**src/hw/rtl/assert_macros.svh**
```systemverilog
// Assertion macros for the RTL of the path table interpolator.
`ifndef ASSERT_MACROS_SVH
`define ASSERT_MACROS_SVH

// Whenever pre holds at a clock edge, post must hold at the same edge.
`define ASSERT_IMPLIES(label, clk, rst_n, pre, post, msg) \
	label: assert property (@(posedge clk) disable iff (!(rst_n)) (pre) |-> (post)) \
		else $error(msg);

// Whenever pre holds at a clock edge, post must hold at the next edge.
`define ASSERT_NEXT(label, clk, rst_n, pre, post, msg) \
	label: assert property (@(posedge clk) disable iff (!(rst_n)) (pre) |=> (post)) \
		else $error(msg);

`endif

```
**src/hw/rtl/pptint_ram.sv**
```systemverilog
// Generic single-port-write, single-port-read RAM with registered read data.
`default_nettype none

module pptint_ram #(
	parameter int WIDTH = 64,
	parameter int DEPTH = 64
) (
	input  wire logic                     clk,
	input  wire logic                     we,
	input  wire logic [$clog2(DEPTH)-1:0] waddr,
	input  wire logic [WIDTH-1:0]         wdata,
	input  wire logic [$clog2(DEPTH)-1:0] raddr,
	output logic      [WIDTH-1:0]         rdata
);

	logic [WIDTH-1:0] mem [DEPTH];

	// Write port and registered read port.
	always_ff @(posedge clk) begin
		if (we) begin
			mem[waddr] <= wdata;
		end
		rdata <= mem[raddr];
	end

endmodule

`default_nettype wire

```
**config.mk**
```make
export PLATFORM = sky130hd
export DESIGN_NAME = pptint_ram
export DESIGN_NICKNAME = d
export VERILOG_FILES = /design/src/hw/rtl/assert_macros.svh /design/src/hw/rtl/pptint_ram.sv
export SDC_FILE = /design/constraint.sdc
export NUM_CORES = 2
export LEC_CHECK = 0
export ABC_CLOCK_PERIOD_IN_PS = 6000
export BUFFER_PORTS_ARGS = -buffer_cell sky130_fd_sc_hd__clkbuf_2
export CAP_MARGIN = 30
export CORE_UTILIZATION = 57
export CTS_CLUSTER_SIZE = 24
export DETAILED_ROUTE_END_ITERATION = 8
export GPL_TIMING_DRIVEN = 0
export MAX_ROUTING_LAYER = met4
export PLACE_DENSITY = 0.76
export REMOVE_ABC_BUFFERS = 1
export SYNTH_ARGS = -nofsm -noshare
export SYNTH_HDL_FRONTEND = slang
export SYNTH_SLANG_ARGS = --single-unit
```
**constraint.sdc**
```tcl
create_clock -name clk -period 6 [get_ports clk]
set_clock_uncertainty 0.15 [all_clocks]
set_input_delay 0.3 -clock clk [delete_from_list [all_inputs] [get_ports clk]]
set_output_delay 0.3 -clock clk [all_outputs]
set_load 0.1 [all_outputs]
```
# Word-level counts from Yosys, hierarchy flattened
# Memory sizes are Yosys's and may differ from the RTL's. A register that Yosys moved wholly into a read port is not among the register bits.
# Index checks and enable logic that the tools add are counted.
[totals]
reg_bits = 0
latchBits = 0
ramBits = 4096
romBits = 0
in_bits = 78
out_inout_bits = 64
wordCells = 3
mem_count = 1
[memory_table]
columns = ["memory", "words", "width", "rd", "rd_clocked_by_memory_dff", "wr", "line", "rtl"]
rows = [
  ["mem", 64, 64, 1, 1, 1, "pptint_ram.sv:16", "logic [WIDTH-1:0] mem [DEPTH];"],
]
[op_classes]
add_sub_neg = 0
mul = 0
div_mod_pow = 0
order_cmp = 0
eq_ne = 0
shifts = 0
muxes = 2
bitwise_logic = 0
reduce_logical = 0
[ops]
columns = ["cell", "n"]
rows = [
  ["$mux W1", 2],
]

# Logic depth before layout (Yosys ltp)
[logic_depth]
depth_word = 2
ltp_mapped = 9
depth_no_buf = 5

# Least setup slack after synthesis
# Ideal clock, no wire load.
[synth_timing]
path_type = "input to register"
from = "input waddr[3]"
to = "memory mem[48][0], enable pin"
setup_time_ns = 0.564
t_arrival_ns = 5.172
required_ns = 5.286
path_slack_ns = 0.114
path_stages = 4
n_path_buf = 1
path_cell_list = "clkbuf_1 nor2b_1 nand4b_1 nor3_1"
[synth_rtl]
columns = ["item", "line", "rtl"]
rows = [
  ["start, declared", "pptint_ram.sv:10", "input wire logic [$clog2(DEPTH)-1:0] waddr,"],
  ["end, declared", "pptint_ram.sv:16", ""],
]
# Straight into the memory's write port.

==> reports/summary.txt <==
CLOCK TREE
--------------------------------------------------------------------------------
Post-CTS setup buffer count                                                    0
CTS sink cnt                                                               4,160
Resized cells post-CTS                                                         0
Clock latency at the later pin of the worst-skew pair                    0.93 ns
CTS tree                                                                     yes
Clock transition at path regs                                            0.06 ns
CTS root buffer                                                     sky130_fd_sc_hd__clkbuf_16
Clock buffer count from CTS                                                  402
Maximum number of buffers from clock root to sink                              4
Number of H-tree levels                                                        5

SETUP PATH
--------------------------------------------------------------------------------
Peak fanout along the critical path                                           69
Startpoint kind of the worst setup timing path                      primary input
Worst EP required                                                        6.58 ns
Arr. time, crit path                                                     4.26 ns
Worst setup startpoint                                                  raddr[0]
Origin of the critical flop-to-flop path                             mem[48][40]
Endpoint kind of the worst setup timing path                           flip-flop
Worst setup path category                                           primary input to flip-flop

FINAL LAYOUT
--------------------------------------------------------------------------------
Total of fill cells in the finished design                                 15.3k
Total number of nets in the final design                                   7,258
Non-Filler Cell Area, Final                                          182,000 um2
Sequential cell area in the final layout                             124,000 um2
Growth of design area from synthesis to finish                             16.1%
Final Instance Count excl. Fillers                                         11.1k
Fraction of layout instances using a drive strength above 1                29.9%
Area taken by multi-input logic gates                                 30,800 um2

SYNTH
--------------------------------------------------------------------------------
Synth Flop Type                                                     sky130_fd_sc_hd__edfxtp_1
EDFF count, synth                                                          4,096
Fraction of synthesized cell area taken by the top area cell type          78.7%
Ys async rst share                                                            0%
Post-Syn Area                                                        156,000 um2
Sequential element share of the synthesized area                           79.5%
Ranking of synthesized cells by area                                sky130_fd_sc_hd__edfxtp_1 (79%), sky130_fd_sc_hd__mux4_2 (15%), sky130_fd_sc_hd__mux2i_1 (0.86%), sky130_fd_sc_hd__dfxtp_1 (0.82%), sky130_fd_sc_hd__a22oi_1 (0.81%)
Cell with the most instances after synthesis                        sky130_fd_sc_hd__edfxtp_1
Warnings, synthesis                                                            0
Post-synthesis cell type with the largest combined area             sky130_fd_sc_hd__edfxtp_1
Flop and latch count out of synthesis                                      4,160
Post-Synthesis Cells                                                       6,598
Average footprint of a synthesized cell                                 23.7 um2
Most numerous cell types in the synthesized netlist                 sky130_fd_sc_hd__edfxtp_1 (4,096), sky130_fd_sc_hd__mux4_2 (1,024), sky130_fd_sc_hd__buf_2 (170)
Count of cell types in the netlist                                            33

ROUTING
--------------------------------------------------------------------------------
Count of nets left with antenna violations after detail routing                0
Starting DRT DRC Count                                                     13.0k
Number of detailed-route iterations in the first pass                          7
Total number of vias                                                       78.6k
Drt total wl                                                              428 mm
DR DRC count                                                                   0
Average detailed-routed wire length per instance                         38.5 um
Post-detailed-route via-to-cell ratio                                       7.07

STA
--------------------------------------------------------------------------------
Setup tns final                                                             0 ns
Post-route minimum period                                                3.69 ns
Number of endpoints failing setup at the final stage                           0
Setup repair after global routing missed its margin                        false
Max_slew headroom                                                          21.2%
Hold slack                                                             0.0169 ns
Final hold violation count                                                     0
Actual slew at the worst max-slew pin                                    1.18 ns
Fmax                                                                     271 MHz
Total count of max-transition violations in the final report                   0
Post-layout worst setup margin                                           2.31 ns
Share of the cycle needed by the critical path after routing               61.4%

PLACEMENT
--------------------------------------------------------------------------------
Global placer's final weighted congestion                                  0.740
Port bufs                                                                    141
Number of placed instances, taps included                                  10.2k
Detailed Place HPWL                                                       242 mm
Post-Place Setup Slack                                                   1.34 ns
Post-Place Cell Area                                                 167,000 um2

MIN PATH
--------------------------------------------------------------------------------
Source of the worst hold timing path                                   wdata[50]
Type of the most critical hold path                                 primary input to flip-flop

GLOBAL ROUTING
--------------------------------------------------------------------------------
Global-route total usage across every layer                                31.8%
Number of antenna violations at the first check in global routing             24
Vias in the first global route                                             80.3k
Global-route wire length before repair                                    595 mm
Pin count of the biggest net entering global routing                         101
Remaining global-route overflow                                                0

POWER AND IR DROP
--------------------------------------------------------------------------------
Leakage dissipation                                                      57.1 nW
Power density over the cells                                          338 nW/um2
Worst-case vdd ir drop                                                    287 uV

FLOORPLAN
--------------------------------------------------------------------------------
Die width                                                                 526 um
Die height                                                                526 um
CORE AREA                                                            272,000 um2
Top-Level Pins                                                               142
Effective utilization at floorplan                                         57.5%
Die footprint                                                        276,000 um2
# rows                                                                       191

JOB
--------------------------------------------------------------------------------
Max-cap violation count                                                        0

STATUS
--------------------------------------------------------------------------------
Status                                                              complete, no violations

-- cell usage in the layout (no fill, tap or decap), drive strengths merged, types with 2 or more instances in the layout --
cell type and n:
clkinvlp 21, or2 28, a22oi 168, nand3 45
a2bb2oi 19, or3 29, buf 357, a31oi 18
nor3 2, dlygate4sd3 50, clkbuf 619, a211oi 63
nand2 58, and3 64, and2 3, nand2b 11
edfxtp 4096, a22o 88, inv 33, mux4 1024
o22ai 83, mux2i 135, nand3b 2, diode 23
nor2b 28, dfxtp 64, a41oi 26, nor2 112
clkinv 190, nand4 2, o221ai 38, bufinv 42
-- area by class of cell --
class / count / share of cell area [%]
antenna: 23 / 0.0317
sequential: 4160 / 68.4
clock buffer: 478 / 5.87
tap: 3570 / 2.46
multi-input combinational: 2049 / 17.0
timing repair buffer: 548 / 4.79
clock inverter: 267 / 1.42
inverter: 19 / 0.0393
-- critical path, cell delays in order --
cell and delay (ns):
sky130_fd_sc_hd__clkbuf_8 0.53, sky130_fd_sc_hd__buf_16 0.37, sky130_fd_sc_hd__buf_16 0.49, sky130_fd_sc_hd__buf_16 0.43, sky130_fd_sc_hd__buf_16 0.41, sky130_fd_sc_hd__mux4_2 0.58
sky130_fd_sc_hd__mux2i_1 0.19, sky130_fd_sc_hd__o22ai_1 0.16, sky130_fd_sc_hd__a31oi_1 0.36, sky130_fd_sc_hd__a211oi_1 0.12
-- cells by family (layout without fill, tap and decap cells) --
kind of cell           after synthesis  after routing  share of synthesized area (%)
AO/OA/AOI/OAI                      504            504                           2.48
buffers and inverters              389           1312                           1.18
flip-flops                        4160           4160                           79.5
multiplexers                      1159           1159                           15.6
other                                0             23                              0
AND/OR/NAND/NOR                    386            386                           1.24
-- stage by stage --
stage / utilization [%] / power [mW]
floorplan: - / 34.5
global placement: 58.8 / 38.2
detailed placement: 61.4 / 36.0
CTS: 66.3 / 61.3
global route: 66.8 / 62.5
finish: 66.8 / 61.3
-- report_power, final --
part	leakage [nW]	switching [mW]	internal (mW)
clock network	6.50	11.2	14.5
registers	37.4	0.0872	32.2
logic	13.2	2.17	1.16
total	57.1	13.5	47.9
-- state kept, by name, summed over array words and instances, names as in the netlist --
name	flops
mem	4096
rdata	64
-- final timing paths --
kind / depth (start not counted) / end / slack [ns]
max: 10 / rdata[47] / 2.31
min: 2 / mem[51][50] / 0.02
max reg2reg: 5 / rdata[40] / 3.61
min reg2reg: 4 / rdata[61] / 0.74
-- layer usage --
| layer | wire (um) | GRT usage (%) | vias to the layer above | part of all wire [%] |
|---|---|---|---|---|
| met1 | 137000 | 37.9 | 40600 | 32 |
| li1 | - | - | 29700 | - |
| met4 | 27800 | 17.6 | 0 | 6.5 |
| met5 | 0 | - | - | 0 |
| met3 | 51400 | 6.98 | 1634 | 12 |
| met2 | 212000 | 50.7 | 6724 | 49 |
-- repair_timing --
action / CTS / global route
hold buffers: 3 / 47
hold endpoints to repair: 6 / 2893
endpoints found under the setup margin: 0 / 0
No activity file was read; power rests on OpenSTA's default activity.
