## src/hw/rtl/assert_macros.svh

```systemverilog
// Assertion macros for the RTL of the path table interpolator.
`ifndef ASSERT_MACROS_SVH
`define ASSERT_MACROS_SVH

// Whenever pre holds at a clock edge, post must hold at the same edge.
`define ASSERT_IMPLIES(label, clk, rst_n, pre, post, msg) \
	label: assert property (@(posedge clk) disable iff (!(rst_n)) (pre) |-> (post)) \
		else $error(msg);

// Whenever pre holds at a clock edge, post must hold at the next edge.
`define ASSERT_NEXT(label, clk, rst_n, pre, post, msg) \
	label: assert property (@(posedge clk) disable iff (!(rst_n)) (pre) |=> (post)) \
		else $error(msg);

`endif

```

## src/hw/rtl/pptint_pkg.sv

```systemverilog
// Package with types, constants and state encodings of the path table interpolator.
`default_nettype none

package pptint_pkg;

	// Field widths.
	localparam int VAL_W      = 64;
	localparam int TIME_W     = 62;
	localparam int IDX_W      = 6;
	localparam int CFG_ADDR_W = 2;
	localparam int PROD_W     = VAL_W + TIME_W;

	// Default number of table points.
	localparam int POINTS_DEF = 64;

	// Item kinds.
	localparam logic KIND_LOAD   = 1'b0;
	localparam logic KIND_UPDATE = 1'b1;

	// Configuration register indexes.
	localparam logic [CFG_ADDR_W-1:0] REG_PERIOD  = 2'd0;
	localparam logic [CFG_ADDR_W-1:0] REG_OFFSET  = 2'd1;
	localparam logic [CFG_ADDR_W-1:0] REG_SEGMENT = 2'd2;

	// Input item.
	typedef struct packed {
		logic                    kind;
		logic [IDX_W-1:0]        point_index;
		logic signed [VAL_W-1:0] point_x;
		logic signed [VAL_W-1:0] point_y;
		logic [TIME_W-1:0]       now_ms;
		logic signed [VAL_W-1:0] parent_x;
		logic signed [VAL_W-1:0] parent_y;
	} item_t;

	// Result item.
	typedef struct packed {
		logic signed [VAL_W-1:0] pos_x;
		logic signed [VAL_W-1:0] pos_y;
	} result_t;

	// Configuration write beat.
	typedef struct packed {
		logic [CFG_ADDR_W-1:0] addr;
		logic [TIME_W-1:0]     wdata;
	} cfg_wr_t;

	// Strobes from the sequencer to the interpolation lanes.
	typedef struct packed {
		logic cur_ld;
		logic nxt_ld;
	} lane_ctl_t;

	// Main sequencer states.
	typedef enum logic [2:0] {
		S_IDLE,
		S_PHASE,
		S_SEG,
		S_RD0,
		S_RD1,
		S_RD2,
		S_LANE,
		S_OUT
	} seq_state_t;

	// Lane states.
	typedef enum logic [2:0] {
		LN_IDLE,
		LN_MAG,
		LN_MUL,
		LN_DIVGO,
		LN_DIV,
		LN_FIN,
		LN_DONE
	} lane_state_t;

endpackage

`default_nettype wire

```

## src/hw/rtl/pptint_div.sv

```systemverilog
// Restoring divider that retires one dividend bit per cycle, MSB first.
`default_nettype none

module pptint_div #(
	parameter int DW = 63,
	parameter int QW = 64
) (
	input  wire logic                             clk,
	input  wire logic                             arst_n,
	input  wire logic                             start,
	input  wire logic [DW-1:0]                    dividend,
	input  wire logic [$clog2(DW+1)-1:0]          count,
	input  wire logic [pptint_pkg::TIME_W-1:0]    divisor,
	output logic                                  done,
	output logic                                  step,
	output logic                                  qbit,
	output logic      [QW-1:0]                    quo,
	output logic      [pptint_pkg::TIME_W-1:0]    rem
);

	localparam int CW = $clog2(DW + 1);
	localparam int RW = pptint_pkg::TIME_W;

	logic [DW-1:0] dvd_q;
	logic [RW-1:0] rem_q;
	logic [QW-1:0] quo_q;
	logic [CW-1:0] cnt_q;
	logic          run_q;
	logic          done_q;
	logic [RW:0]   trial;
	logic [RW:0]   diff;
	logic          ge;

	// One compare and subtract per cycle.
	always_comb begin
		trial = {rem_q, dvd_q[DW-1]};
		diff  = trial - {1'b0, divisor};
		ge    = trial >= {1'b0, divisor};
	end

	// Control: load the step counter on start, count it down while running, then pulse done.
	always_ff @(posedge clk or negedge arst_n) begin
		if (!arst_n) begin
			run_q  <= 1'b0;
			done_q <= 1'b0;
			cnt_q  <= '0;
		end else begin
			done_q <= 1'b0;
			if (start) begin
				run_q <= 1'b1;
				cnt_q <= count;
			end else if (run_q) begin
				cnt_q <= cnt_q - 1'b1;
				if (cnt_q == CW'(1)) begin
					run_q  <= 1'b0;
					done_q <= 1'b1;
				end
			end
		end
	end

	// Datapath: shift the dividend, build quotient and remainder.
	always_ff @(posedge clk) begin
		if (start) begin
			dvd_q <= dividend;
			rem_q <= '0;
			quo_q <= '0;
		end else if (run_q) begin
			dvd_q <= {dvd_q[DW-2:0], 1'b0};
			rem_q <= ge ? diff[RW-1:0] : trial[RW-1:0];
			quo_q <= {quo_q[QW-2:0], ge};
		end
	end

	assign done = done_q;
	assign step = run_q;
	assign qbit = ge;
	assign quo  = quo_q;
	assign rem  = rem_q;

endmodule

`default_nettype wire

```

## config.mk

```make
export PLATFORM = sky130hd
export DESIGN_NAME = pptint_div
export DESIGN_NICKNAME = d
export VERILOG_FILES = /design/src/hw/rtl/assert_macros.svh /design/src/hw/rtl/pptint_pkg.sv /design/src/hw/rtl/pptint_div.sv
export SDC_FILE = /design/constraint.sdc
export NUM_CORES = 1
export LEC_CHECK = 0
export BUFFER_PORTS_ARGS = -buffer_cell sky130_fd_sc_hd__buf_2
export CAP_MARGIN = 20
export CORE_UTILIZATION = 55
export CTS_CLUSTER_SIZE = 25
export DETAILED_ROUTE_END_ITERATION = 10
export PLACE_DENSITY_LB_ADDON = 0.1
export SETUP_SLACK_MARGIN = 0.3
export SLEW_MARGIN = 40
export SYNTH_ARGS = -nofsm -noshare
export SYNTH_HDL_FRONTEND = slang
export SYNTH_SLANG_ARGS = --single-unit
```

## constraint.sdc

```tcl
create_clock -name clk -period 4.54 [get_ports clk]
set_input_delay 0.681 -clock clk [delete_from_list [all_inputs] [get_ports clk]]
set_output_delay 0.681 -clock clk [all_outputs]
set_load 0.02 [all_outputs]
```

Word level (Yosys, flattened, before mapping). Cells that the tools add are included.

Mux-type cells: 11. Reduce and logical (&&, ||, !) cells: 1. Add/subtract/negate cells: 2. $lt $le $gt $ge: 1. Equality and inequality tests: 1.

Operator list (number): 2-to-1 mux 63 bit (2); greater-or-equal comparator 63 x 62 -> 1 bit (1); 2-to-1 mux 62 bit (1); subtractor 62 bit (1); 2-to-1 mux 6 bit (2); equality test 6 x 1 -> 1 bit (second input constant) (1); 2-to-1 mux 1 bit (6); subtractor 6 x 1 -> 6 bit (second input constant) (1); nonzero test 2 bit (1).

Register bits: 197. Logic and storage cells: 22. Output and inout bits: 129. Bits of input ports: 134.

Logic depth before layout (Yosys ltp). Gate-level depths: netlist of the first run.

Depth after elaboration: 4. Gate-level depth with buffers: 16. Gate-level depth less buffers: 14.

Least setup slack after synthesis of the first run. OpenSTA, ideal clock, no wires.

Path type: input to output. From: in divisor[13] (netlist bit). To: out qbit. Data required time: 3.859 ns. Path buffers: 4. Arrival time: 2.937 ns. Path slack: 0.922 ns. Stages on the path: 14. Path through: inv_1 > ha_1 > clkbuf_1 > nand3_1 > or4_1 > a21oi_2 > o211ai_2 > a21oi_2 > nor3_1 > o31a_1 > buf_6 > clkinv_4 > buf_6 > buf_6.

Cells in the longest elaborated chain, start to end: 1.

RTL lines: from (decl) (line pptint_div.sv:13) `input wire logic [pptint_pkg::TIME_W-1:0] divisor,`; greater-or-equal comparator 63 x 62 -> 1 bit (line pptint_div.sv:38) `ge = trial >= {1'b0, divisor};`; to (decl) (line pptint_div.sv:16) `output logic qbit,`.

Every way passes these cells.

Final worst setup path of the first run.
From: reg rem_q[13], in the netlist rem[13]. To: out qbit.

Cells in the longest elaborated chain, start to end: 1.

RTL lines: from (decl) (line pptint_div.sv:25) `logic [RW-1:0] rem_q;`; from (signal assigned) (line pptint_div.sv:70) `rem_q <= ge ? diff[RW-1:0] : trial[RW-1:0];`; greater-or-equal comparator 63 x 62 -> 1 bit (line pptint_div.sv:38).

Every way passes these cells.

==> results of run 1 <==
-- path summary, 6_finish.rpt --
kind,from,to,slack (ps),depth (start not counted)
min in group clk,count[2],cnt_q[2],450,3
worst min-delay path,arst_n,cnt_q[2],70,1
worst max register to register,dvd_q[62],rem[58],720,15
max in group asynchronous,arst_n,step,4280,1
worst min register to register,rem[15],rem[15],500,2
worst max-delay path,rem[13],qbit,590,10
-- layout make-up --
| cell class | count | area (sq um) |
|---|---|---|
| repair buffers | 274 | 1410 |
| well taps | 275 | 344 |
| multi-input cells | 962 | 6540 |
| diodes | 2 | 5.00 |
| flip-flops and latches | 197 | 4620 |
| fillers | 1852 | 7180 |
| clock buffers | 17 | 425 |
| inverters | 86 | 328 |
| clock inverters | 15 | 238 |
-- layer usage --
metal	part of all wire	GRT usage	vias up	routed length (um)
li1	-	-	5148	-
met1	0.44	0.370	4910	13600
met2	0.46	0.459	341	14400
met3	0.078	0.0749	49	2450
met4	0.021	0.0867	2	671
met5	0.00032	0	-	10
-- sequential cells by signal (all words and copies together) (netlist names) --
register and cells:
rem 62, step 1, quo 64, dvd_q 63, cnt_q 6, done 1
-- metrics by stage --
step | cells | instance area, sq um | worst slack [ps] | total power (W) | hold WS [ps]
floorplan | 1333 | 11800 | 922 | 0.00549 | 385
global placement | 1794 | 13200 | 519 | 0.00649 | 483
detailed placement | 1794 | 13200 | 493 | 0.00652 | 490
CTS | 1826 | 13900 | 458 | 0.00824 | 60.6
global route | 1826 | 13900 | 455 | 0.00879 | 67.9
finish | 1828 | 13900 | 587 | 0.00827 | 74.1
-- synthesized netlist by cell type (36+ instances only) --
cell type  number
edfxtp_1       63
a21oi_1        96
dfxtp_1       126
xnor2_1        36
mux2_2         62
clkbuf_1       73
ha_1           65
inv_1          85
mux2i_1        72
nor2_1        156
nand2_1       133
o21ai_0        65
-- power by group through the flow --
| stage | registers (W) | clock network, W | logic (W) |
|---|---|---|---|
| 2_1_floorplan | 0.00276 | 0 | 0.00273 |
| 3_3_place_gp | 0.00254 | 0 | 0.00395 |
| 3_5_place_dp | 0.00255 | 0 | 0.00398 |
| 4_1_cts | 0.00251 | 0.00173 | 0.00400 |
| 5_1_grt | 0.00256 | 0.00180 | 0.00443 |
| 6_report | 0.00251 | 0.00172 | 0.00404 |
-- cell families (layout without fill, tap and decap cells) --
logic type	count (synthesis)	count (layout)	synth area share
and+or+nand+nor	387	387	0.142
xor gates and xnor gates	57	57	0.0421
DFF	197	197	0.390
buffers and inverters	174	392	0.0587
muxes	134	134	0.120
other	0	2	0
adders and majority gates	66	66	0.0703
AOI/OAI and AO/OA	318	318	0.177
==> results.md, run 1 <==
* Clock Tree Root: clkbuf_16
* Asr flop ratio synth at 0.0406
* Number of global-route vias before repair at just under 10000
* Final Hold Fails at 0
* Overall Global Routing Usage at 0.284
* Clock transition at the registers of the reported paths at 90 ps
* Slowest cell on the critical path: dfxtp_1
* Most common cell after layout, fill and taps aside: buf_2
* CTS H-tree depth at 4
* Clk pwr share at 0.208
* Slew Viols, Final at 0
* Logic pwr share at 0.489
* Pwr dens at 594 mW/mm^2
* Initial Util at 0.562
* CTS buffer count at 17
* Die X-Extent at 149 um
* Worst setup SP type: flip-flop
* Syn Nets at 1533
* Drt first pass iters at 5
* Primary FF master, synth: dfxtp_1
* Status: finished, final reports clean
* Worst Path Max Fanout at 26
* CTS sink count at 197
* Initial antenna violation count at 2
* Final setup fails at 0
* Area contributors post-synth: dfxtp_1 21%, edfxtp_1 16%, ha_1 6.9%
* Relative slew slack at 0.452
* First-pass GRT wire length at around 50 mm
* Sw power at about 0.0037 W
* Via count at 10500
* Final min period at 3950 ps
* Clock buffer depth at 2
* Skew final at 19.9 ps
* Cells after Synth at 1333
* Site row count at 53
* IO Pins at about 260
* Fmax at 253 MHz
* Fraction of layout cells with a size suffix above 1 at 0.249
* YS warnings at 0
* Yosys top cell area share at 0.213
* Final nets at 1738
* Die area at 0.0221 sq mm
* Most frequent cells in the layout: 261 x buf_2, 156 x nor2_1, 133 x nand2_1
* Worst skew pair latency at 450 ps
* Final GP Congestion at 0.920
* Crit path buf inv count at 2
* Mapped cell area at ~0.012 sq mm
* Area growth from synthesis to layout at 17.4%
* Synth Register Bits at 197
* Worst-margin pin slew at 821 ps
* Final core utilization at 0.659
* Tcrit/Tclk final at 0.871
* Largest net degree at the start of global routing at 74
* Switching Share at 0.451
* Worst VDD drop at roughly 0.00032 V
* Postcts setup bufs at 0
* Core area at 0.0211 sq mm
* WL/cell at 17.1 um
* CP Data Arrival Time at between 3000 and 4000 ps
* Worst path required time at 3860 ps
* Overflow after GRT at 0
* Cell breakdown of the critical path: ha_1 -> a21oi_1 -> o21ai_0 -> a211o_1 -> o211ai_2 -> a21oi_2 -> nor3_2 -> o31a_2 -> clkinv_4 -> buf_2
* CTS tree: yes
* Sequential fraction of the synthesis area at 0.390
* Hold crit path type: in -> async
* Post-CTS Resized at 0
* Seq pwr share at 0.304
* # DRC at 0
* Synth area leader: dfxtp_1
* Internal power at 0.00454 W
* DR iter-0 viols at around 600
* Distinct cell type count after synthesis at 65
* Worst path max stage delay at 460 ps
* Setup TNS at 0 ps
* WS Path Type: reg -> out
* Crit-path leading delay family: compound AO/OA/AOI/OAI gates
* Die height at 149 um
* # hold bufs at CTS at 0
* Detail Route Antenna Nets at 0
* Detailed Route WL at 31.2 mm
* Vias per cell at around 5.7
* Max Cap Viol at 0
* Post-synth EDFFs at 63
* PortBufs at 262
* RSZ-0062 raised after global routing: no
* Final HPWL DP at about 23 mm
* Leakage at about 6.9 nW
* Syn_area_per_cell at 8.89 sq um
* CP Capture Type: output port
Power figures use the tool's default switching activity.
==> inputs of run 2 (changes only) <==
--- a/config.mk
+++ b/config.mk
@@ -10,7 +10,7 @@
 export CORE_UTILIZATION = 55
 export CTS_CLUSTER_SIZE = 25
 export DETAILED_ROUTE_END_ITERATION = 10
-export PLACE_DENSITY_LB_ADDON = 0.1
+export PLACE_DENSITY = 0.81
 export SETUP_SLACK_MARGIN = 0.3
 export SLEW_MARGIN = 40
 export SYNTH_ARGS = -nofsm -noshare
==> run 2 against run 1 <==
Compared with the run above:
- largest cell class unchanged
- critical path type unchanged
- maximum frequency decreased by 1.3%
- die area unchanged
- wire length increased by 0.26%
- via count is 1.5% higher
- first-iteration DRC count up 10%
- combinational power hardly changed
- count of clock-buffer cells in the layout did not move
- clock skew down 8.8 ps
==> results.md, run 2 (synthesis gave the netlist of run 1 again) <==
* WL/cell at 17.1 um (+0.26%)
* Power consumption at 0.00823 W (-0.41%)
* DR iter-0 viols at 655 (+10%)
* Skew final at 11.1 ps (-8.85 ps)
* Sw power at 0.00371 W (-0.52%)
* Worst-margin pin slew at 767 ps (-54.6 ps)
* Initial Util at 0.562 (unchanged)
* Hold crit path type: in -> async
* WS Path Type: reg -> out
* Clk pwr share at 0.201 (-0.007)
* CP Depth at 10 (unchanged)
* Setup TNS at 0 ps (unchanged)
* Most used cell, CP: a21oi_2
* Fill cells at 1743 (-5.9%)
* Die height at 149 um (unchanged)
* Worst path max stage delay at 560 ps (+100 ps)
* Area occupied by multi-input gates at 0.00655 sq mm (+0.11%)
* Vias per cell at 5.80 (+1.5%)
* Worst path required time at 3860 ps (about the same)
* Overall Global Routing Usage at 0.283 (-0.000495)
* Detailed Route WL at 31.3 mm (+0.26%)
* Logic pwr share at 0.494 (+0.005)
* Final GP Congestion at 0.944 (+2.7%)
* Die area at 0.0221 sq mm (unchanged)
* Fmax at 250 MHz (-1.3%)
* Final min period at 4000 ps (+51.7 ps)
* Seq pwr share at 0.305 (about the same)
* # hold bufs at CTS at 0 (unchanged)
* Drt first pass iters at 5 (unchanged)
* CTS sink count at 197 (unchanged)
* Site row count at 53 (unchanged)
* Leakage at 6.91 nW (about the same)
* Crit-path leading delay family: compound AO/OA/AOI/OAI gates
* # DRC at 0 (unchanged)
* Max Cap Viol at 0 (unchanged)
* Relative slew slack at 0.489 (+0.0370)
* Overflow after GRT at 0 (unchanged)
* RSZ-0062 raised after global routing: no
* Slew Viols, Final at 0 (unchanged)
* Worst skew pair latency at 440 ps (about the same)
* Status: finished, final reports clean
* Worst Path Max Fanout at 29 (+12%)
* CP Capture Type: output port
* Clock buffer depth at 2 (unchanged)
* Die X-Extent at 149 um (unchanged)
* Final HPWL DP at 22.4 mm (-0.42%)
* Max reg flops at 64 (unchanged)
* CTS H-tree depth at 4 (unchanged)
* Cell breakdown of the critical path: ha_1 -> nand2_1 -> or4_1 -> a21oi_2 -> o211ai_2 -> a21oi_2 -> nor3_2 -> o31a_2 -> clkinv_4 -> buf_2
* IO Pins at 263 (unchanged)
* CTS tree: yes
* Postcts setup bufs at 0 (unchanged)
* Pwr dens at 592 mW/mm^2 (-0.43%)
* Clock Tree Root: clkbuf_16
* Switching Share at 0.450 (-0.000495)
* Worst setup SP type: flip-flop
* Area growth from synthesis to layout at 17.4% (about the same)
* First-pass GRT wire length at 50.1 mm (+0.12%)
* Final setup fails at 0 (unchanged)
* Internal power at 0.00452 W (-0.32%)
* Detail Route Antenna Nets at 0 (unchanged)
* Slowest cell on the critical path: or4_1
* Clock transition at the registers of the reported paths at 80 ps (about the same)
* Most common cell after layout, fill and taps aside: buf_2
* Fraction of layout cells with a size suffix above 1 at 0.250 (+0.00113)
* WHS at 67.1 ps (-6.95 ps)
* Worst VDD drop at 0.000300 V (-7.2%)
* Final Hold Fails at 0 (unchanged)
* Initial antenna violation count at 1 (-1)
* CP Data Arrival Time at 3320 ps (+50 ps)
* CTS buffer count at 17 (unchanged)
* Post-CTS Resized at 0 (unchanged)
* R2R cell count at 14 (-1)
* Number of global-route vias before repair at 10200 (+3.7%)
* Via count at 10600 (+1.5%)
* PortBufs at 262 (unchanged)
* Largest net degree at the start of global routing at 78 (+5.4%)
* Core area at 0.0211 sq mm (unchanged)
* Tcrit/Tclk final at 0.882 (+0.0114)
* Storage element area at 0.00462 sq mm (unchanged)
* Crit path buf inv count at 2 (unchanged)
* Most frequent cells in the layout: 261 x buf_2, 155 x nor2_1, 133 x nand2_1
* Final nets at 1739 (+0.058%)
==> run 2: cell types whose count changed in the layout (fill, tap and decap cells not counted) <==
cell and change:
nor2_4 +1, inv_12 +2, diode_2 -1, clkinv_8 +2, buf_6 +2, clkinv_2 +1
inv_2 -1, inv_16 -4, nor2_1 -1, inv_8 -1, clkinv_4 +1, buf_4 -1
==> run 2: metrics by stage <==
| stage | setup WS (ps) | util | instances | instance area, sq um |
|---|---|---|---|---|
| final | 535 | 0.660 | 1828 | 13900 |
| after global routing | 422 | 0.660 | 1827 | 13900 |
| after CTS | 459 | 0.659 | 1827 | 13900 |
| after detailed placement | 494 | 0.628 | 1795 | 13300 |
| after global placement | 601 | 0.628 | 1795 | 13200 |
| after floorplan | 922 | - | 1333 | 11800 |
==> run 2: final timing paths <==
check                           startpoint  endpoint  slack (ps)
worst max-delay path                rem[7]      qbit         540
worst min register to register    cnt_q[4]      done         500
min in group clk                  count[1]  cnt_q[1]         450
worst min-delay path                arst_n  cnt_q[0]          70
max in group asynchronous           arst_n      step        4290
worst max register to register   dvd_q[62]   rem[52]         820
==> run 2: power groups by stage <==
stage	combinational (W)	clock [W]	sequential (W)
5_1_grt	0.00445	0.00174	0.00256
3_3_place_gp	0.00390	0	0.00253
3_5_place_dp	0.00397	0	0.00254
2_1_floorplan	0.00273	0	0.00276
6_report	0.00407	0.00165	0.00251
4_1_cts	0.00400	0.00168	0.00251
==> run 2: layer usage <==
layer,wire length (um),global-route usage,share of wire
met1,13100,0.353,0.42
met2,14600,0.466,0.47
met3,2400,0.0615,0.077
met4,1150,0.137,0.037
met5,12,0,0.00038
==> run 2: area by class of cell <==
cell class              instances  share of cell area
diodes                          1            0.000180
clock buffers                  17              0.0306
clock inverters                15              0.0158
inverters                      86              0.0237
multi-input cells             962               0.471
flip-flops and latches        197               0.332
well taps                     275              0.0247
repair buffers                275               0.102
==> run 2: worst reg2reg max path: stages (launching register included) <==
cell and delay (ps):
edfxtp_1 400, inv_1 120, ha_1 160, inv_1 50, fa_1 420, a211oi_1 330, o21ai_0 190, o2111a_1 170
or2_2 330, a221oi_1 400, and4_1 310, o21bai_1 130, xor2_1 320, nand2_1 100, a211oi_1 210
