## src/hw/rtl/assert_macros.svh

```systemverilog
// Assertion macros for the RTL of the path table interpolator.
`ifndef ASSERT_MACROS_SVH
`define ASSERT_MACROS_SVH

// Whenever pre holds at a clock edge, post must hold at the same edge.
`define ASSERT_IMPLIES(label, clk, rst_n, pre, post, msg) \
	label: assert property (@(posedge clk) disable iff (!(rst_n)) (pre) |-> (post)) \
		else $error(msg);

// Whenever pre holds at a clock edge, post must hold at the next edge.
`define ASSERT_NEXT(label, clk, rst_n, pre, post, msg) \
	label: assert property (@(posedge clk) disable iff (!(rst_n)) (pre) |=> (post)) \
		else $error(msg);

`endif

```

## src/hw/rtl/pptint_pkg.sv

```systemverilog
// Package with types, constants and state encodings of the path table interpolator.
`default_nettype none

package pptint_pkg;

	// Field widths.
	localparam int VAL_W      = 64;
	localparam int TIME_W     = 62;
	localparam int IDX_W      = 6;
	localparam int CFG_ADDR_W = 2;
	localparam int PROD_W     = VAL_W + TIME_W;

	// Default number of table points.
	localparam int POINTS_DEF = 64;

	// Item kinds.
	localparam logic KIND_LOAD   = 1'b0;
	localparam logic KIND_UPDATE = 1'b1;

	// Configuration register indexes.
	localparam logic [CFG_ADDR_W-1:0] REG_PERIOD  = 2'd0;
	localparam logic [CFG_ADDR_W-1:0] REG_OFFSET  = 2'd1;
	localparam logic [CFG_ADDR_W-1:0] REG_SEGMENT = 2'd2;

	// Input item.
	typedef struct packed {
		logic                    kind;
		logic [IDX_W-1:0]        point_index;
		logic signed [VAL_W-1:0] point_x;
		logic signed [VAL_W-1:0] point_y;
		logic [TIME_W-1:0]       now_ms;
		logic signed [VAL_W-1:0] parent_x;
		logic signed [VAL_W-1:0] parent_y;
	} item_t;

	// Result item.
	typedef struct packed {
		logic signed [VAL_W-1:0] pos_x;
		logic signed [VAL_W-1:0] pos_y;
	} result_t;

	// Configuration write beat.
	typedef struct packed {
		logic [CFG_ADDR_W-1:0] addr;
		logic [TIME_W-1:0]     wdata;
	} cfg_wr_t;

	// Strobes from the sequencer to the interpolation lanes.
	typedef struct packed {
		logic cur_ld;
		logic nxt_ld;
	} lane_ctl_t;

	// Main sequencer states.
	typedef enum logic [2:0] {
		S_IDLE,
		S_PHASE,
		S_SEG,
		S_RD0,
		S_RD1,
		S_RD2,
		S_LANE,
		S_OUT
	} seq_state_t;

	// Lane states.
	typedef enum logic [2:0] {
		LN_IDLE,
		LN_MAG,
		LN_MUL,
		LN_DIVGO,
		LN_DIV,
		LN_FIN,
		LN_DONE
	} lane_state_t;

endpackage

`default_nettype wire

```

## src/hw/rtl/pptint_div.sv

```systemverilog
// Restoring divider that retires one dividend bit per cycle, MSB first.
`default_nettype none

module pptint_div #(
	parameter int DW = 63,
	parameter int QW = 64
) (
	input  wire logic                             clk,
	input  wire logic                             arst_n,
	input  wire logic                             start,
	input  wire logic [DW-1:0]                    dividend,
	input  wire logic [$clog2(DW+1)-1:0]          count,
	input  wire logic [pptint_pkg::TIME_W-1:0]    divisor,
	output logic                                  done,
	output logic                                  step,
	output logic                                  qbit,
	output logic      [QW-1:0]                    quo,
	output logic      [pptint_pkg::TIME_W-1:0]    rem
);

	localparam int CW = $clog2(DW + 1);
	localparam int RW = pptint_pkg::TIME_W;

	logic [DW-1:0] dvd_q;
	logic [RW-1:0] rem_q;
	logic [QW-1:0] quo_q;
	logic [CW-1:0] cnt_q;
	logic          run_q;
	logic          done_q;
	logic [RW:0]   trial;
	logic [RW:0]   diff;
	logic          ge;

	// One compare and subtract per cycle.
	always_comb begin
		trial = {rem_q, dvd_q[DW-1]};
		diff  = trial - {1'b0, divisor};
		ge    = trial >= {1'b0, divisor};
	end

	// Control: load the step counter on start, count it down while running, then pulse done.
	always_ff @(posedge clk or negedge arst_n) begin
		if (!arst_n) begin
			run_q  <= 1'b0;
			done_q <= 1'b0;
			cnt_q  <= '0;
		end else begin
			done_q <= 1'b0;
			if (start) begin
				run_q <= 1'b1;
				cnt_q <= count;
			end else if (run_q) begin
				cnt_q <= cnt_q - 1'b1;
				if (cnt_q == CW'(1)) begin
					run_q  <= 1'b0;
					done_q <= 1'b1;
				end
			end
		end
	end

	// Datapath: shift the dividend, build quotient and remainder.
	always_ff @(posedge clk) begin
		if (start) begin
			dvd_q <= dividend;
			rem_q <= '0;
			quo_q <= '0;
		end else if (run_q) begin
			dvd_q <= {dvd_q[DW-2:0], 1'b0};
			rem_q <= ge ? diff[RW-1:0] : trial[RW-1:0];
			quo_q <= {quo_q[QW-2:0], ge};
		end
	end

	assign done = done_q;
	assign step = run_q;
	assign qbit = ge;
	assign quo  = quo_q;
	assign rem  = rem_q;

endmodule

`default_nettype wire

```

## src/hw/rtl/pptint_lane.sv

```systemverilog
// One interpolation lane: difference, magnitude, split multiply, divide and offset add.
`default_nettype none

module pptint_lane (
	input  wire logic                          clk,
	input  wire logic                          arst_n,
	input  wire pptint_pkg::lane_ctl_t         ctl,
	input  wire logic [pptint_pkg::VAL_W-1:0]  rdata,
	input  wire logic [pptint_pkg::VAL_W-1:0]  parent,
	input  wire logic [pptint_pkg::TIME_W-1:0] frac,
	input  wire logic [pptint_pkg::TIME_W-1:0] seg,
	output logic                               done,
	output logic      [pptint_pkg::VAL_W-1:0]  pos
);

	localparam int VW     = pptint_pkg::VAL_W;
	localparam int TW     = pptint_pkg::TIME_W;
	localparam int PW     = pptint_pkg::PROD_W;
	localparam int HALF   = VW / 2;
	localparam int DCW    = $clog2(PW + 1);
	localparam logic [2:0] MUL_STEPS = 3'd4;

	pptint_pkg::lane_state_t state_q, state_d;

	logic [VW-1:0]     cur_q;
	logic [VW-1:0]     base_q;
	logic [VW-1:0]     diff_q;
	logic              neg_q;
	logic [VW-1:0]     mag_q;
	logic [2:0]        mcnt_q;
	logic [2*HALF-1:0] pp_q;
	logic [PW-1:0]     prod_q;
	logic [VW-1:0]     pos_q;
	logic [HALF-1:0]   a_half;
	logic [HALF-1:0]   b_half;
	logic [1:0]        pm;
	logic [PW-1:0]     pp_ext;
	logic              div_start;
	logic              div_done;
	logic [VW-1:0]     quo;

	// Next state.
	always_comb begin
		state_d = state_q;
		case (state_q)
			pptint_pkg::LN_IDLE:  if (ctl.nxt_ld) state_d = pptint_pkg::LN_MAG;
			pptint_pkg::LN_MAG:   state_d = pptint_pkg::LN_MUL;
			pptint_pkg::LN_MUL:   if (mcnt_q == MUL_STEPS) state_d = pptint_pkg::LN_DIVGO;
			pptint_pkg::LN_DIVGO: state_d = pptint_pkg::LN_DIV;
			pptint_pkg::LN_DIV:   if (div_done) state_d = pptint_pkg::LN_FIN;
			pptint_pkg::LN_FIN:   state_d = pptint_pkg::LN_DONE;
			pptint_pkg::LN_DONE:  state_d = pptint_pkg::LN_IDLE;
			default:              state_d = pptint_pkg::LN_IDLE;
		endcase
	end

	// State outputs.
	always_comb begin
		div_start = 1'b0;
		done      = 1'b0;
		case (state_q)
			pptint_pkg::LN_DIVGO: div_start = 1'b1;
			pptint_pkg::LN_DONE:  done = 1'b1;
			default: ;
		endcase
	end

	always_ff @(posedge clk or negedge arst_n) begin
		if (!arst_n) begin
			state_q <= pptint_pkg::LN_IDLE;
		end else begin
			state_q <= state_d;
		end
	end

	// Partial product operand selection: step k uses half k[0] of the
	// magnitude and half k[1] of the fraction.
	always_comb begin
		a_half = mcnt_q[0] ? mag_q[VW-1:HALF] : mag_q[HALF-1:0];
		b_half = mcnt_q[1] ? HALF'(frac[TW-1:HALF]) : frac[HALF-1:0];
		pm     = 2'(mcnt_q - 3'd1);
		case (pm)
			2'b00:   pp_ext = PW'(pp_q);
			2'b11:   pp_ext = PW'(pp_q) << (2 * HALF);
			default: pp_ext = PW'(pp_q) << HALF;
		endcase
	end

	// Lane datapath.
	always_ff @(posedge clk) begin
		if (ctl.cur_ld) begin
			cur_q  <= rdata;
			base_q <= rdata + parent;
		end
		if (ctl.nxt_ld) begin
			diff_q <= rdata - cur_q;
		end
		case (state_q)
			pptint_pkg::LN_MAG: begin
				neg_q  <= diff_q[VW-1];
				mag_q  <= diff_q[VW-1] ? (~diff_q + 1'b1) : diff_q;
				prod_q <= '0;
				mcnt_q <= '0;
			end
			pptint_pkg::LN_MUL: begin
				if (mcnt_q != MUL_STEPS) begin
					pp_q <= a_half * b_half;
				end
				if (mcnt_q != 3'd0) begin
					prod_q <= prod_q + pp_ext;
				end
				mcnt_q <= mcnt_q + 1'b1;
			end
			pptint_pkg::LN_FIN: begin
				pos_q <= neg_q ? (base_q - quo) : (base_q + quo);
			end
			default: ;
		endcase
	end

	// Wide product over the segment length.
	pptint_div #(
		.DW(PW),
		.QW(VW)
	) u_div (
		.clk      (clk),
		.arst_n   (arst_n),
		.start    (div_start),
		.dividend (prod_q),
		.count    (DCW'(PW)),
		.divisor  (seg),
		.done     (div_done),
		.step     (),
		.qbit     (),
		.quo      (quo),
		.rem      ()
	);

	assign pos = pos_q;

endmodule

`default_nettype wire

```

## config.mk

```make
export PLATFORM = sky130hd
export DESIGN_NAME = pptint_lane
export DESIGN_NICKNAME = d
export VERILOG_FILES = /design/src/hw/rtl/assert_macros.svh /design/src/hw/rtl/pptint_pkg.sv /design/src/hw/rtl/pptint_div.sv /design/src/hw/rtl/pptint_lane.sv
export SDC_FILE = /design/constraint.sdc
export NUM_CORES = 2
export LEC_CHECK = 0
export BUFFER_PORTS_ARGS = -buffer_cell sky130_fd_sc_hd__buf_2
export CAP_MARGIN = 25
export CORE_AREA = 2 2 351 422
export DETAILED_ROUTE_END_ITERATION = 12
export DIE_AREA = 0 0 353 424
export PLACE_DENSITY = 0.75
export SKIP_CTS_REPAIR_TIMING = 1
export SLEW_MARGIN = 20
export SYNTH_ARGS = -nofsm -noshare
export SYNTH_HDL_FRONTEND = slang
export SYNTH_SLANG_ARGS = --single-unit
```

## constraint.sdc

```tcl
create_clock -name clk -period 13.9 [get_ports clk]
set_input_delay 2.085 -clock clk [delete_from_list [all_inputs] [get_ports clk]]
set_output_delay 2.085 -clock clk [all_outputs]
set_load 0.02 [all_outputs]
```

Yosys cells after proc, flatten, opt, wreduce, memory -nomap -nowiden
Index checks and enable logic that the tools add are counted.
{ "totals": {"regBits": 778, "latchBits": 0, "mem_bits_rw": 0, "mem_bits_ro": 0, "in_bits": 256, "output_inout_bits": 65, "wordCells": 77, "mem_count": 0} }
{ "classes": {"n_addsub": 10, "n_mul": 1, "div_mod_pow": 0, "magnitude_cmp": 1, "eq_ne": 14, "n_shift": 0, "mux": 25, "bitwise": 1, "n_reduce_logical": 8} }
{ "ops": {"columns": ["op", "n"], "rows": [
  ["$pmux 126 s2", 2],
  ["$mux 126", 3],
  ["$add 64x64->64", 2],
  ["$sub 64x64->64", 2],
  ["$add 126x126->126", 1],
  ["$add 64x1->64 const B", 1],
  ["$mul 32x32->64", 1],
  ["$mux 32", 2],
  ["$mux 64", 1],
  ["$not 64->64", 1],
  ["$ge 63x62->1", 1],
  ["$mux 63", 1],
  ["$mux 62", 1],
  ["$sub 62x62->62", 1],
  ["$pmux 3 s6", 1],
  ["$mux 7", 2],
  ["$eq 3x3->1 const B", 4],
  ["$mux 3", 3],
  ["$mux 1", 8],
  ["$eq 7x1->1 const B", 1],
  ["$sub 7x1->7 const B", 1],
  ["$eq 3x2->1 const B", 2],
  ["$ne 2x2->1 const B", 3],
  ["$pmux 3 s2", 1],
  ["12 further kinds", 14]
]} }

Logic depth before layout (Yosys ltp)
{ "logic_depth": {"depth_word": 6, "mapped_depth": 34, "depth_no_buf": 29} }

Modules after synthesis
A second synthesis with hierarchy kept.
{ "hier_totals": {"cells_unflattened": 9494, "hier_area_um2": 86943.4} }
{ "by_module_without_submodules": {"columns": ["module", "n_inst", "cells_per_inst", "area_per_inst_um2", "seq_area_each_um2"], "rows": [
  ["pptint_lane", 1, 8054, 72389.4, 15509.9],
  ["pptint_div", 1, 1440, 14554.0, 6531.3]
]} }

Least setup slack after synthesis
OpenSTA, ideal clock, no wires.
{ "synth_timing": {"path_type": "register to register", "startpoint": "reg mcnt_q[0]", "endpoint": "reg prod_q[0], enable pin", "setup_time_ns": 0.785, "arrival_ns": 10.759, "required_time_ns": 13.115, "setup_slack_ns": 2.356, "stages_incl_launch_ff": 9, "path_buffers": 4, "synth_period_minus_slack_ns": 11.544, "cell_sequence": "edfxtp_1 > clkbuf_1 > clkbuf_1 > buf_1 > inv_1 > ha_1 > clkbuf_1 > nor2b_1 > o21ai_0"} }
{ "synth_between": {"elab_chain_len": 3} }
{ "synth_lines": {"columns": ["element", "line_no", "text"], "rows": [
  ["start: declaration", "pptint_lane.sv:30", "logic [2:0] mcnt_q;"],
  ["start signal: assignment", "pptint_lane.sv:112", "mcnt_q <= mcnt_q + 1'b1;"],
  ["$reduce_bool 3->1", "pptint_lane.sv:109", "if (mcnt_q != 3'd0) begin"],
  ["$ne 2x2->1 (no source line)", null, null],
  ["$reduce_and 2->1 (no source line)", null, null],
  ["end signal: assignment", "pptint_lane.sv:110", "prod_q <= prod_q + pp_ext;"],
  ["end: declaration", "pptint_lane.sv:32", "logic [PW-1:0] prod_q;"]
]} }
Every way passes these cells.
A chain may end at the register's enable or synchronous reset.

Worst setup path in the final report
{ "layout_timing": {"startpoint": "reg mcnt_q[0]", "endpoint": "reg pp_q[62], data pin"} }
{ "layout_between": {"elab_chain_len": 2} }
{ "layout_lines": {"columns": ["element", "line_no", "text"], "rows": [
  ["$mux 32", "pptint_lane.sv:79", "a_half = mcnt_q[0] ? mag_q[VW-1:HALF] : mag_q[HALF-1:0];"],
  ["$mul 32x32->64", "pptint_lane.sv:107", "pp_q <= a_half * b_half;"],
  ["end signal: assignment", "pptint_lane.sv:107", null],
  ["end: declaration", "pptint_lane.sv:31", "logic [2*HALF-1:0] pp_q;"]
]} }
Every way passes these cells.

==> parameters.txt <==
Parameter                              Value

Status
  Status    complete, no violations

Timing
  Setup violation total in the final timing report    0
  Fmax    92.4 MHz
  Transition time at the pin with the least slew margin    1.11 ns
  Setup Total Neg Slack    0 ns
  Share of the clock period used by the worst path after layout    77.9%
  Setup repair after global routing missed its margin    false
  Clock period minus worst slack    10.82 ns
  Slew Viols, Final    0
  Number of failing hold endpoints at the final stage    0
  Relative slew slack    24.7%
  Worst Clk Skew    0.0510 ns

Worst setup path
  Category of the worst setup path capture point    flip-flop
  Max FO, Critical Path    53
  Startpoint class of the critical path    flip-flop
  Category of the critical setup timing path    flip-flop to flip-flop
  Worst path arrival time    11.30 ns
  Req. time, crit path    14.37 ns

Floorplanning
  Die height    424 µm
  Width of the chip    353 µm
  Starting Density    59.5%
  Num rows    154
  Die footprint    150000 µm²
  Ports placed on the boundary    321
  Core Footprint    146000 µm²

Synth
  Share of the yosys chip area belonging to registers    25.4%
  Post-synth EDFFs    640
  Synth Area per Inst    8.89 µm²
  Ys Warns    0
  Proportion of netlist area held by the largest area contributor    22.1%
  Number of flip-flops and latches in the synthesized netlist    778
  Cell type with the largest total area after synthesis    sky130_fd_sc_hd__edfxtp_1
  Most instantiated cells after synthesis    sky130_fd_sc_hd__nand2_1, sky130_fd_sc_hd__nor2_1, sky130_fd_sc_hd__inv_1
  Post-synthesis net count    11600
  Cells taking the most area after synthesis    sky130_fd_sc_hd__edfxtp_1, sky130_fd_sc_hd__fa_1, sky130_fd_sc_hd__ha_1, sky130_fd_sc_hd__nand2_1, sky130_fd_sc_hd__nor2_1
  Count of different cell masters after synthesis    84
  Share of async-settable or async-resettable flops after synthesis    1.54%
  Mapped Cells    9769
  Cell Area, Synth    86900 µm²
  Most frequent cell after synthesis    sky130_fd_sc_hd__nand2_1
  Primary FF master, synth    sky130_fd_sc_hd__edfxtp_1

Place
  Detailed placer's ending HPWL    229 mm
  Routability congestion estimate    1.03
  Buffers on Ports    320
  Placed Cells    11700

Global routing
  GRT Residual Overflow    0
  Wire length of the first global-routing pass    443 mm
  Maximum number of pins on one net before global-route repair    97
  Global-route usage over all layers    39.1%
  Number of global-route vias before repair    74700
  Antenna violations before repair    27

Cells and area
  Share of post-route cells with drive strength above 1    7.49%
  Layout Area Growth over Synthesis    7.26%
  Final net count    11600
  Fill cell count    12500
  Final Instance Count excl. Fillers    11800

CTS
  Maximum level of the CTS H-tree    3
  Num Clock Sinks    778
  CTS tree    built
  Clk pin slew, worst setup/hold paths    0.07 ns
  Total CTS buffers    85
  Worst-Skew Late Latency    0.73 ns
  Clock Tree Root    sky130_fd_sc_hd__clkbuf_16
  Buffer levels on the longest clock path    3

Drt
  Number of optimization iterations in the first detailed-route pass    6
  Sum of routed wire length over all layers    296 mm
  Total via count after detailed routing    73700
  Post-detailed-route via-to-cell ratio    6.22
  # DRC    0
  Average routed wire per standard cell    25.0 µm
  Antenna Nets Post-Route    0
  DRC marker count from the first detailed-route iteration    6811

Job
  Max_cap viols    0

Worst hold path
  Path category of the worst min-delay check    flip-flop to flip-flop
## layer usage
layer	global-route usage, %	vias to the layer above	wire (µm)
met5	0	-	207
met4	30.4	28	28000
met3	8.63	1177	26300
met2	65.2	3673	140000
met1	43.6	35900	102000
li1	-	32900	-
## critical path: stages, from the launching register on
cell	delay [ns]
sky130_fd_sc_hd__edfxtp_1	0.32
sky130_fd_sc_hd__buf_4	0.29
sky130_fd_sc_hd__buf_4	0.76
sky130_fd_sc_hd__mux2_2	0.90
sky130_fd_sc_hd__nand2_1	0.20
sky130_fd_sc_hd__fa_1	0.58
sky130_fd_sc_hd__inv_1	0.05
sky130_fd_sc_hd__fa_1	0.47
sky130_fd_sc_hd__inv_1	0.05
sky130_fd_sc_hd__fa_1	0.47
sky130_fd_sc_hd__fa_1	0.54
sky130_fd_sc_hd__inv_1	0.05
sky130_fd_sc_hd__fa_1	0.48
sky130_fd_sc_hd__fa_1	0.59
sky130_fd_sc_hd__fa_1	0.44
sky130_fd_sc_hd__fa_1	0.44
sky130_fd_sc_hd__ha_1	0.42
sky130_fd_sc_hd__nand2_1	0.23
sky130_fd_sc_hd__nor3_1	0.48
sky130_fd_sc_hd__nand2_1	0.29
sky130_fd_sc_hd__nor3_1	0.76
sky130_fd_sc_hd__nand2_1	0.12
sky130_fd_sc_hd__a2bb2oi_1	0.27
sky130_fd_sc_hd__o41ai_1	0.60
sky130_fd_sc_hd__o21ai_0	0.26
sky130_fd_sc_hd__o21ai_0	0.25
sky130_fd_sc_hd__xor2_1	0.09
## cells by family after synthesis
group | share of synthesized area (%)
and+or+nand+nor | 16.1
AOI/OAI and AO/OA | 13.7
buffers and inverters | 6.99
adders and majority gates | 30.1
DFF | 25.4
xor gates and xnor gates | 5.35
muxes | 2.42
## layout make-up
class,count,area [µm²],share of cell area [%]
clock buffers,98,2230,2.39
flip-flops and latches,778,22000,23.7
well taps,1950,2440,2.62
multi-input cells,7373,59100,63.4
inverters,1152,4330,4.64
repair buffers,426,2440,2.62
clock inverters,57,574,0.616
diodes,14,35.0,0.0376
## flip-flops by register name (all words and copies together) (netlist names)
register and count:
prod_q 126, u_div.dvd_q 126, base_q 64, cur_q 64, diff_q 64, mag_q 64
pos 64, pp_q 64, u_div.quo 64, u_div.rem 62, u_div.cnt_q 7, mcnt_q 3
state_q 3, neg_q 1, u_div.done 1, u_div.step 1
## cells in the final DEF, fill, tap and decap left out, drive strengths merged, types with 28 or more instances in the layout
cell / n
nor4: 37
clkbuf: 99
o21ai: 384
o211ai: 28
or2: 29
o31ai: 58
inv: 1161
a31oi: 68
mux2i: 139
a21oi: 615
nand3: 88
nand4: 157
and2: 89
fa: 901
nor3: 98
xor2: 155
ha: 646
and3: 56
mux2: 63
a211oi: 50
xnor2: 376
buf: 425
clkinv: 38
nor2b: 52
dfxtp: 126
o21bai: 116
a22o: 35
nor2: 1176
o21a: 57
nand2: 1228
a21o: 257
nand2b: 92
edfxtp: 640
## per-stage QoR
stage          hold WS (ns)  area, µm²  setup slack (ns)  util, %
2_1_floorplan         0.424      86900              2.36        -
3_3_place_gp          0.469      90300              2.83     61.8
3_5_place_dp          0.482      90300              2.80     61.8
4_1_cts               0.491      93100              3.39     63.7
5_1_grt               0.510      93200              2.91     63.8
6_report              0.487      93200              3.08     63.8
## path summary, 6_finish.rpt
check | slack (ns) | startpoint | to | depth (start not counted)
worst max register to register | 3.08 | mcnt_q[0] | pp_q[62] | 26
max in group asynchronous | 12.43 | arst_n | u_div.step | 1
worst max-delay path | 3.08 | mcnt_q[0] | pp_q[62] | 26
worst min register to register | 0.49 | u_div.rem[2] | u_div.rem[2] | 2
worst min-delay path | 0.49 | u_div.rem[2] | u_div.rem[2] | 2
min in group asynchronous | 1.22 | arst_n | u_div.cnt_q[0] | 1
Power is not shown: default switching activity piles up to over one toggle a cycle in this logic, so the estimate is an artifact.
